===== src/sv/nalsp_pkg.sv =====
// shared types and constants of the annex-b nal unit splitter
// no dependencies
package nalsp_pkg;

  localparam int LENGTH_BITS_DEF      = 24;
  localparam int QUEUE_COUNT_BITS_DEF = 16;
  localparam int EVQ_DEPTH            = 4;

  localparam logic [4:0]  NAL_TYPE_MASK   = 5'h1F;
  localparam logic [7:0]  START_BYTE      = 8'h01;
  localparam logic [7:0]  ZERO_BYTE       = 8'h00;
  localparam logic [23:0] MAX_LEN_RESET   = 24'd524288;
  localparam logic [15:0] MAX_QUEUE_RESET = 16'd64;
  localparam logic [23:0] OUT_LEN_MAX     = 24'hFFFFFF;

  localparam logic [2:0] CODE_NONE  = 3'd0;
  localparam logic [2:0] CODE_SHORT = 3'd3;
  localparam logic [2:0] CODE_LONG  = 3'd4;

  localparam logic [2:0] VERD_QUEUED    = 3'd0;
  localparam logic [2:0] VERD_TOO_LONG  = 3'd1;
  localparam logic [2:0] VERD_FULL      = 3'd2;
  localparam logic [2:0] VERD_DEQUEUED  = 3'd3;
  localparam logic [2:0] VERD_DEQ_EMPTY = 3'd4;

  localparam logic REG_MAX_LEN   = 1'b0;
  localparam logic REG_MAX_QUEUE = 1'b1;

  // request handed from the parser to the queue accounting
  typedef struct packed {
    logic        is_deq;
    logic [2:0]  code_len;
    logic [4:0]  nal_type;
    logic [31:0] frame;
    logic        key;
  } evt_t;

endpackage


===== src/sv/annexb_nal_unit_splitter_top.sv =====
// annex-b nal unit splitter top: config registers, parser, request queue, accounting
// depends on nalsp_pkg, nalsp_front, nalsp_evq, nalsp_back
//
//   channel   handshake        payload
//   input     push / full      in_req_type, in_data_byte, in_frame_last, in_key_frame
//   result    empty / pop      out_verdict .. out_key_frame_out
//   config    psel .. pready   paddr, pwdata, prdata
//
// one request per cycle unless full; results pass request queue, then result register
// parser updates in the accept cycle; one verdict and count update a cycle unless result held
// full rises only when the four-entry request queue fills while results are not popped
// reset is synchronous and needs no clearing pass
module annexb_nal_unit_splitter_top #(
  parameter int LENGTH_BITS      = nalsp_pkg::LENGTH_BITS_DEF,
  parameter int QUEUE_COUNT_BITS = nalsp_pkg::QUEUE_COUNT_BITS_DEF
) (
  input  logic        clk,
  input  logic        rst_n,
  input  logic        push,
  output logic        full,
  input  logic        in_req_type,
  input  logic [7:0]  in_data_byte,
  input  logic        in_frame_last,
  input  logic        in_key_frame,
  output logic        empty,
  input  logic        pop,
  output logic [2:0]  out_verdict,
  output logic [4:0]  out_nal_type,
  output logic [23:0] out_nal_length,
  output logic [2:0]  out_start_code_len,
  output logic [15:0] out_occupancy,
  output logic [31:0] out_frame_number,
  output logic        out_key_frame_out,
  input  logic        psel,
  input  logic        penable,
  input  logic        pwrite,
  input  logic [2:0]  paddr,
  input  logic [31:0] pwdata,
  output logic [31:0] prdata,
  output logic        pready
);
  import nalsp_pkg::*;

  localparam int EW = LENGTH_BITS + $bits(evt_t);

  logic [23:0] max_len_r;
  logic [15:0] max_queue_r;
  logic        cfg_wr;

  logic                   accept;
  logic                   fe_valid;
  evt_t                   fe_evt;
  logic [LENGTH_BITS-1:0] fe_len;
  logic [EW-1:0]          q_rd;
  logic                   q_valid;
  logic                   q_pop;
  evt_t                   be_evt;
  logic [LENGTH_BITS-1:0] be_len;
  logic                   out_valid;

  assign pready = 1'b1;
  assign cfg_wr = psel && penable && pwrite && pready;
  assign prdata = (paddr[2] == REG_MAX_QUEUE) ? {16'd0, max_queue_r} : {8'd0, max_len_r};

  always_ff @(posedge clk) begin
    if (!rst_n) begin
      max_len_r   <= MAX_LEN_RESET;
      max_queue_r <= MAX_QUEUE_RESET;
    end else if (cfg_wr) begin
      if (paddr[2] == REG_MAX_LEN) begin
        max_len_r <= pwdata[23:0];
      end else begin
        max_queue_r <= pwdata[15:0];
      end
    end
  end

  assign accept = push && !full;

  nalsp_front #(
    .LENGTH_BITS(LENGTH_BITS)
  ) u_front (
    .clk       (clk),
    .rst_n     (rst_n),
    .accept    (accept),
    .req_type  (in_req_type),
    .data_byte (in_data_byte),
    .frame_last(in_frame_last),
    .key_frame (in_key_frame),
    .evt_valid (fe_valid),
    .evt       (fe_evt),
    .evt_len   (fe_len)
  );

  nalsp_evq #(
    .WIDTH(EW),
    .DEPTH(EVQ_DEPTH)
  ) u_evq (
    .clk    (clk),
    .rst_n  (rst_n),
    .wr_en  (fe_valid),
    .wr_data({fe_len, fe_evt}),
    .full   (full),
    .rd_en  (q_pop),
    .rd_data(q_rd),
    .valid  (q_valid)
  );

  assign be_len = q_rd[EW-1 -: LENGTH_BITS];
  assign be_evt = evt_t'(q_rd[$bits(evt_t)-1:0]);

  nalsp_back #(
    .LENGTH_BITS     (LENGTH_BITS),
    .QUEUE_COUNT_BITS(QUEUE_COUNT_BITS)
  ) u_back (
    .clk           (clk),
    .rst_n         (rst_n),
    .evt_valid     (q_valid),
    .evt           (be_evt),
    .evt_len       (be_len),
    .evt_pop       (q_pop),
    .max_len       (max_len_r),
    .max_queue     (max_queue_r),
    .out_valid     (out_valid),
    .out_pop       (pop),
    .verdict       (out_verdict),
    .nal_type      (out_nal_type),
    .nal_length    (out_nal_length),
    .start_code_len(out_start_code_len),
    .occupancy     (out_occupancy),
    .frame_number  (out_frame_number),
    .key_frame_out (out_key_frame_out)
  );

  assign empty = !out_valid;

  // a dequeue on an empty queue leaves it empty
  a_deq_empty_occ: assert property (@(posedge clk) disable iff (!rst_n)
    (!empty && out_verdict == VERD_DEQ_EMPTY) |-> (out_occupancy == 16'd0))
    else $error("dequeue on empty queue reported nonzero occupancy");

  // a queued nal leaves at least one entry waiting
  a_queued_occ: assert property (@(posedge clk) disable iff (!rst_n)
    (!empty && out_verdict == VERD_QUEUED) |-> (out_occupancy != 16'd0))
    else $error("queued nal reported zero occupancy");

  // nal results always carry a three or four byte start code
  a_nal_code_len: assert property (@(posedge clk) disable iff (!rst_n)
    (!empty && (out_verdict == VERD_QUEUED || out_verdict == VERD_TOO_LONG ||
                out_verdict == VERD_FULL))
    |-> (out_start_code_len == CODE_SHORT || out_start_code_len == CODE_LONG))
    else $error("nal result with bad start code length");

  // a held result is not overwritten by the accounting stage
  a_no_overrun: assert property (@(posedge clk) disable iff (!rst_n)
    (!empty && !pop) |-> !q_pop)
    else $error("result register overrun");

endmodule


===== src/sv/nalsp_front.sv =====
// start code parser: classifies each request and closes nal units
// depends on nalsp_pkg
module nalsp_front #(
  parameter int LENGTH_BITS = nalsp_pkg::LENGTH_BITS_DEF
) (
  input  logic                   clk,
  input  logic                   rst_n,
  input  logic                   accept,
  input  logic                   req_type,
  input  logic [7:0]             data_byte,
  input  logic                   frame_last,
  input  logic                   key_frame,
  output logic                   evt_valid,
  output nalsp_pkg::evt_t        evt,
  output logic [LENGTH_BITS-1:0] evt_len
);
  import nalsp_pkg::*;

  localparam logic [LENGTH_BITS-1:0] LEN_ALL = '1;

  logic [23:0]            window_r, window_nxt;
  logic [1:0]             fill_r, fill_nxt;
  logic                   in_nal_r, in_nal_nxt;
  logic                   await_r, await_nxt;
  logic [4:0]             type_r, type_nxt;
  logic [LENGTH_BITS-1:0] len_r, len_nxt;
  logic [2:0]             code_len_r, code_len_nxt;
  logic [31:0]            frame_r, frame_nxt;

  logic [2:0]             code;
  logic [LENGTH_BITS-1:0] len_inc;
  logic                   emit;
  logic [LENGTH_BITS-1:0] emit_len;
  logic [4:0]             emit_type;

  always_comb begin
    code = CODE_NONE;
    if (fill_r >= 2'd2 && window_r[15:8] == ZERO_BYTE && window_r[7:0] == ZERO_BYTE &&
        data_byte == START_BYTE) begin
      code = CODE_SHORT;
      if (fill_r == 2'd3 && window_r[23:16] == ZERO_BYTE) begin
        code = CODE_LONG;
      end
    end
  end

  assign len_inc = (len_r == LEN_ALL) ? len_r : len_r + 1'b1;

  always_comb begin
    window_nxt   = window_r;
    fill_nxt     = fill_r;
    in_nal_nxt   = in_nal_r;
    await_nxt    = await_r;
    type_nxt     = type_r;
    len_nxt      = len_r;
    code_len_nxt = code_len_r;
    frame_nxt    = frame_r;
    emit         = 1'b0;
    emit_len     = len_inc;
    emit_type    = type_r;
    if (accept && !req_type) begin
      if (in_nal_r) begin
        len_nxt = len_inc;
        if (await_r) begin
          type_nxt  = data_byte[4:0] & NAL_TYPE_MASK;
          await_nxt = 1'b0;
        end else if (code != CODE_NONE) begin
          emit     = 1'b1;
          emit_len = (len_inc == LEN_ALL) ? LEN_ALL : len_inc - LENGTH_BITS'(code);
        end
      end
      if (code != CODE_NONE) begin
        in_nal_nxt   = 1'b1;
        await_nxt    = 1'b1;
        len_nxt      = LENGTH_BITS'(code);
        code_len_nxt = code;
      end
      window_nxt = {window_r[15:0], data_byte};
      if (fill_r != 2'd3) begin
        fill_nxt = fill_r + 2'd1;
      end
      if (frame_last) begin
        if (!emit && in_nal_nxt && !await_nxt) begin
          emit      = 1'b1;
          emit_len  = len_nxt;
          emit_type = type_nxt;
        end
        window_nxt   = '0;
        fill_nxt     = '0;
        in_nal_nxt   = 1'b0;
        await_nxt    = 1'b0;
        type_nxt     = '0;
        len_nxt      = '0;
        code_len_nxt = '0;
        frame_nxt    = frame_r + 32'd1;
      end
    end
  end

  always_comb begin
    evt_valid    = accept && (req_type || emit);
    evt.is_deq   = req_type;
    evt.code_len = code_len_r;
    evt.nal_type = emit_type;
    evt.frame    = frame_r;
    evt.key      = key_frame;
    evt_len      = emit_len;
  end

  always_ff @(posedge clk) begin
    if (!rst_n) begin
      window_r   <= '0;
      fill_r     <= '0;
      in_nal_r   <= 1'b0;
      await_r    <= 1'b0;
      type_r     <= '0;
      len_r      <= '0;
      code_len_r <= '0;
      frame_r    <= '0;
    end else begin
      window_r   <= window_nxt;
      fill_r     <= fill_nxt;
      in_nal_r   <= in_nal_nxt;
      await_r    <= await_nxt;
      type_r     <= type_nxt;
      len_r      <= len_nxt;
      code_len_r <= code_len_nxt;
      frame_r    <= frame_nxt;
    end
  end

endmodule


===== src/sv/nalsp_evq.sv =====
// short request queue between parser and queue accounting
// depends on nalsp_pkg
module nalsp_evq #(
  parameter int WIDTH = 8,
  parameter int DEPTH = nalsp_pkg::EVQ_DEPTH
) (
  input  logic             clk,
  input  logic             rst_n,
  input  logic             wr_en,
  input  logic [WIDTH-1:0] wr_data,
  output logic             full,
  input  logic             rd_en,
  output logic [WIDTH-1:0] rd_data,
  output logic             valid
);
  import nalsp_pkg::*;

  localparam int AW = (DEPTH > 1) ? $clog2(DEPTH) : 1;
  localparam int CW = $clog2(DEPTH + 1);

  logic [WIDTH-1:0] mem_r [DEPTH];
  logic [AW-1:0]    wr_ptr_r, rd_ptr_r;
  logic [CW-1:0]    cnt_r, cnt_nxt;
  logic             do_wr, do_rd;

  assign full    = (cnt_r == CW'(DEPTH));
  assign valid   = (cnt_r != '0);
  assign do_wr   = wr_en && !full;
  assign do_rd   = rd_en && valid;
  assign rd_data = mem_r[rd_ptr_r];

  always_comb begin
    cnt_nxt = cnt_r;
    if (do_wr && !do_rd) begin
      cnt_nxt = cnt_r + 1'b1;
    end else if (do_rd && !do_wr) begin
      cnt_nxt = cnt_r - 1'b1;
    end
  end

  always_ff @(posedge clk) begin
    if (do_wr) begin
      mem_r[wr_ptr_r] <= wr_data;
    end
  end

  always_ff @(posedge clk) begin
    if (!rst_n) begin
      wr_ptr_r <= '0;
      rd_ptr_r <= '0;
      cnt_r    <= '0;
    end else begin
      cnt_r <= cnt_nxt;
      if (do_wr) begin
        wr_ptr_r <= (wr_ptr_r == AW'(DEPTH - 1)) ? '0 : wr_ptr_r + 1'b1;
      end
      if (do_rd) begin
        rd_ptr_r <= (rd_ptr_r == AW'(DEPTH - 1)) ? '0 : rd_ptr_r + 1'b1;
      end
    end
  end

endmodule


===== src/sv/nalsp_back.sv =====
// queue accounting: verdicts, occupancy and the result register
// depends on nalsp_pkg
module nalsp_back #(
  parameter int LENGTH_BITS      = nalsp_pkg::LENGTH_BITS_DEF,
  parameter int QUEUE_COUNT_BITS = nalsp_pkg::QUEUE_COUNT_BITS_DEF
) (
  input  logic                   clk,
  input  logic                   rst_n,
  input  logic                   evt_valid,
  input  nalsp_pkg::evt_t        evt,
  input  logic [LENGTH_BITS-1:0] evt_len,
  output logic                   evt_pop,
  input  logic [23:0]            max_len,
  input  logic [15:0]            max_queue,
  output logic                   out_valid,
  input  logic                   out_pop,
  output logic [2:0]             verdict,
  output logic [4:0]             nal_type,
  output logic [23:0]            nal_length,
  output logic [2:0]             start_code_len,
  output logic [15:0]            occupancy,
  output logic [31:0]            frame_number,
  output logic                   key_frame_out
);
  import nalsp_pkg::*;

  localparam int LCW = (LENGTH_BITS > 24) ? LENGTH_BITS : 24;
  localparam int QOW = (QUEUE_COUNT_BITS > 16) ? QUEUE_COUNT_BITS : 16;
  localparam int QW  = QOW + 1;
  localparam logic [QUEUE_COUNT_BITS-1:0] QCNT_ALL = '1;

  logic [QUEUE_COUNT_BITS-1:0] qcnt_r, qcnt_nxt;
  logic                        valid_r;
  logic [2:0]                  verdict_r, verdict_nxt;
  logic [4:0]                  type_r;
  logic [23:0]                 len_r;
  logic [2:0]                  code_len_r;
  logic [15:0]                 occ_r;
  logic [31:0]                 frame_r;
  logic                        key_r;

  logic [LCW-1:0] len_ext;
  logic [23:0]    len_out;
  logic           too_long;
  logic           q_full;
  logic [QOW-1:0] occ_ext;

  assign evt_pop  = evt_valid && (!valid_r || out_pop);
  assign len_ext  = LCW'(evt_len);
  assign too_long = len_ext > LCW'(max_len);
  assign len_out  = (len_ext > LCW'(OUT_LEN_MAX)) ? OUT_LEN_MAX : len_ext[23:0];
  assign q_full   = (qcnt_r == QCNT_ALL) || ((QW'(qcnt_r) + 1'b1) > QW'(max_queue));
  assign occ_ext  = QOW'(qcnt_nxt);

  always_comb begin
    qcnt_nxt    = qcnt_r;
    verdict_nxt = VERD_QUEUED;
    if (evt.is_deq) begin
      if (qcnt_r != '0) begin
        qcnt_nxt    = qcnt_r - 1'b1;
        verdict_nxt = VERD_DEQUEUED;
      end else begin
        verdict_nxt = VERD_DEQ_EMPTY;
      end
    end else if (too_long) begin
      verdict_nxt = VERD_TOO_LONG;
    end else if (q_full) begin
      verdict_nxt = VERD_FULL;
    end else begin
      qcnt_nxt = qcnt_r + 1'b1;
    end
  end

  always_ff @(posedge clk) begin
    if (!rst_n) begin
      qcnt_r  <= '0;
      valid_r <= 1'b0;
    end else begin
      if (evt_pop) begin
        qcnt_r  <= qcnt_nxt;
        valid_r <= 1'b1;
      end else if (out_pop) begin
        valid_r <= 1'b0;
      end
    end
  end

  always_ff @(posedge clk) begin
    if (evt_pop) begin
      verdict_r  <= verdict_nxt;
      occ_r      <= occ_ext[15:0];
      type_r     <= evt.is_deq ? '0 : evt.nal_type;
      len_r      <= evt.is_deq ? '0 : len_out;
      code_len_r <= evt.is_deq ? '0 : evt.code_len;
      frame_r    <= evt.is_deq ? '0 : evt.frame;
      key_r      <= evt.is_deq ? 1'b0 : evt.key;
    end
  end

  assign out_valid      = valid_r;
  assign verdict        = verdict_r;
  assign nal_type       = type_r;
  assign nal_length     = len_r;
  assign start_code_len = code_len_r;
  assign occupancy      = occ_r;
  assign frame_number   = frame_r;
  assign key_frame_out  = key_r;

endmodule

===== config.mk =====
export PLATFORM = sky130hd
export DESIGN_NAME = annexb_nal_unit_splitter_top
export DESIGN_NICKNAME = d
export VERILOG_FILES = /design/src/sv/nalsp_pkg.sv /design/src/sv/annexb_nal_unit_splitter_top.sv /design/src/sv/nalsp_front.sv /design/src/sv/nalsp_evq.sv /design/src/sv/nalsp_back.sv
export SDC_FILE = /design/constraint.sdc
export NUM_CORES = 1
export LEC_CHECK = 0
export ABC_AREA = 1
export BUFFER_PORTS_ARGS = -buffer_cell sky130_fd_sc_hd__buf_4
export CAP_MARGIN = 0
export CORE_MARGIN = 4
export CORE_UTILIZATION = 45
export DETAILED_ROUTE_END_ITERATION = 12
export PLACE_DENSITY = 0.6
export RECOVER_POWER = 50
export SETUP_SLACK_MARGIN = 0.3
export SKIP_CTS_REPAIR_TIMING = 1
export SLEW_MARGIN = 20
export SYNTH_ARGS = -nofsm -noshare
export SYNTH_HDL_FRONTEND = slang
export SYNTH_HIERARCHICAL = 1
export SYNTH_SLANG_ARGS = --single-unit

===== constraint.sdc =====
create_clock -name clk -period 7.41 [get_ports clk]
set_input_delay 1.482 -clock clk [delete_from_list [all_inputs] [get_ports clk]]
set_output_delay 1.482 -clock clk [all_outputs]
set_load 0.05 [all_outputs]

==> flow_metrics.py <==
metrics = {
    "routing": {
        "wirelength_um": 64600,
        "vias_per_cell": 5.18,
        "drc": 0,
        "dr.pass1.iters": 5,
        "route.vias.total": 19400,
        "ant_nets": 0,
        "initialDrtViolationCount": 1262,
        "routedWlPerCell_um": 17.3,
    },
    "worst_setup_path": {
        "crit_arrival_ns": 4.18,
        "crit_fanout": 42,
        "cp-end-kind": "output port",
        "critical_path.most_common_cell": "nand2_1",
        "r2r_end": "u_front/len_r[20]",
        "critical-path-max-stage-delay_ns": 1.32,
        "reg2reg_depth": 16,
        "critPathRequiredTime_ns": 5.93,
        "r2r_start": "u_evq/cnt_r[0]",
        "r2r_slack_ns": 1.92,
        "cp_slowest_cell": "clkbuf_1",
        "worstPathCellList": "clkbuf_1, inv_2, nand2_1, nand2_1, buf_4",
        "start_kind": "input port",
        "path_class": "input port to output port",
    },
    "final_layout": {
        "finalInstanceArea_sq_mm": 0.0284,
        "multiInputGateArea_sq_mm": 0.00974,
        "fin_nets": 3053,
        "regArea_sq_mm": 0.0136,
        "stdcell_count": 3740,
        "drive_gt1_frac": 0.114,
        "area_growth_pct": 11.9,
        "fill_cells": 5274,
        "final_core_util": 0.513,
    },
    "clock_tree": {
        "clkSinkCount": 505,
        "htree_num_levels": 2,
        "cts_root_buf": "clkbuf_16",
        "clk_latency_ns": 0.62,
        "clock_path_buffers": 3,
        "cts_tree": "done",
        "clk_pin_slew_ns": 0.06,
        "cts_inserted_buffers": 55,
    },
    "floorplan": {
        "rows": 86,
        "die_h_um": 245,
        "initial_utilization": 0.458,
        "dieArea_sq_mm": 0.0603,
        "pin_count": 172,
        "die_width_um": 245,
        "coreArea_sq_mm": 0.0554,
    },
    "timing": {
        "maxSlewViolCount": 224,
        "fin_crit_ns": 5.66,
        "finalSetupTns_ns": 0,
        "worst_slack_ns": 1.75,
        "holdWs_ns": 0.470,
        "grt_setup_unrepaired": "false",
        "final.setup_skew_ns": 0.0232,
        "worst_pin_slew_ns": 2.62,
        "setup_viol": 0,
        "max_freq_ghz": 0.177,
        "period_share": 0.764,
        "max-slew-margin-rel": -0.750,
        "finalHoldViolCount": 0,
    },
    "yosys": {
        "yosysUniqueCellTypes": 51,
        "synth_edf_count": 348,
        "synth_most_common_cell": "nand2_1",
        "synthTopCellsByArea": "edfxtp_1 41%, dfxtp_1 12%, nand2_1 7.9%",
        "synth_top_area_frac": 0.412,
        "yosys.area.top_type": "edfxtp_1",
        "ys_ff_latch": 505,
        "ys.flop_type": "edfxtp_1",
        "yosys_warnings": 6,
        "yosysSeqAreaShare": 0.536,
        "async_reset_ff_frac": 0,
        "netlist_area_sq_mm": 0.0254,
        "syn_avg_cell_area_sq_um": 8.95,
        "netlist_instances": 2835,
        "synth_common_cells": "533 x nand2_1, 412 x nor2_1, 350 x inv_1",
    },
    "power_and_ir_drop": {
        "p_seq_frac": 0.379,
        "leakagePower_nw": 11.3,
        "ir_worst_vdd_mv": 0.193,
        "power.density_mw_per_mm2": 345,
        "power_switching_share": 0.398,
        "pwr-share-comb": 0.344,
        "internal_power_mw": 5.90,
        "total_power_mw": 9.81,
        "switchingPower_mw": 3.90,
        "pwr-share-clk": 0.277,
    },
    "grt": {
        "grt-ovfl-total": 0,
        "grt_pass1_wl_um": 101000,
        "grt_max_degree": 87,
        "antenna_found_initial": 2,
        "grt.total_usage": 0.209,
        "grt_pass1_vias": 18700,
    },
    "worst_hold_path": {
        "holdPathEnd": "u_front/type_r[4]",
        "holdPathStages": 2,
        "hold_start": "u_front/type_r[4]",
        "min_path_type": "flop to flop",
    },
    "outcome": {
        "violations": "capacitance limit, slew limit",
        "outcome": "complete, but fails checks",
    },
    "job": {
        "maxCapViolCount": 5,
    },
    "placement": {
        "gp_congestion": 0.918,
        "placed_cells": 3635,
        "io_buffers": 152,
        "dp_hpwl_um": 43900,
        "dpl_cell_area_sq_mm": 0.0270,
        "post-place-ws_ns": 2.33,
    },
}
## layer usage
metal  vias to the layer above  GRT usage  share of wire
met5                         -          0              0
met4                         0     0.0681          0.030
met3                       106     0.0261          0.039
met2                       373      0.352           0.48
met1                      9319      0.281           0.45
li1                       9579          -              -
## placed cells by master (no fill, tap or decap), types with 47 or more instances in the layout
cell type	instances
dfxtp_1	155
edfxtp_1	348
clkbuf_1	116
buf_4	66
clkbuf_16	56
inv_1	350
ha_1	55
o21ai_0	164
nor2_1	409
a21oi_1	115
nor2_4	47
nand3_1	168
nand2_1	534
## final cells by class
class,instances,share of cell area
sequential,505,0.479
multi-input combinational,1852,0.343
clock buffer,80,0.0546
inverter,360,0.0478
timing repair buffer,170,0.0340
tap,748,0.0329
clock inverter,24,0.00907
antenna,1,0.0000881
## power by group through the flow
stage | combinational, mW | clock [mW] | sequential [mW]
floorplan | 1.82 | 0 | 4.59
global placement | 3.55 | 0 | 3.77
detailed placement | 3.61 | 0 | 3.78
CTS | 3.61 | 2.79 | 3.72
global route | 3.71 | 2.90 | 3.76
finish | 3.37 | 2.72 | 3.72
## kinds of logic after synthesis
| logic type | synth area share |
|---|---|
| adders and majority gates | 0.0279 |
| buffers and inverters | 0.0831 |
| xor gates and xnor gates | 0.0159 |
| DFF | 0.536 |
| AOI/OAI and AO/OA | 0.0977 |
| and+or+nand+nor | 0.240 |
| other | 0.000296 |
## how the worst max path moves through the flow
| stage | from | to | depth (start not counted) | slack [ns] |
|---|---|---|---|---|
| 6_report | paddr[2] | prdata[13] | 5 | 1.75 |
| 5_1_grt | push | u_front/len_r[20] | 15 | 1.39 |
| 4_1_cts | u_front/in_nal_r | u_evq/mem_r[1][53] | 9 | 2.51 |
| 3_5_place_dp | in_data_byte[0] | u_evq/mem_r[1][45] | 13 | 2.33 |
| 3_3_place_gp | in_data_byte[0] | u_evq/mem_r[0][16] | 13 | 2.10 |
| 2_1_floorplan | in_data_byte[0] | u_evq/mem_r[0][0] | 11 | 1.60 |
## flip-flops by register name, summed over array words and instances, names as in the netlist, 5 cells and up, named ones only
register	count
max_queue_r	16
u_front/len_r	24
u_front/window_r	24
u_front/type_r	5
u_front/frame_r	32
u_back/nal_length	24
u_evq/mem_r	264
u_back/qcnt_r	16
u_back/frame_number	32
max_len_r	24
u_back/nal_type	5
u_back/occupancy	16
## critical path: cells and delay by family
| kind | cells | cell delay (ns) |
|---|---|---|
| buffers and inverters | 3 | 2.32 |
| AND/OR/NAND/NOR | 2 | 0.37 |
Power figures use the tool's default switching activity.
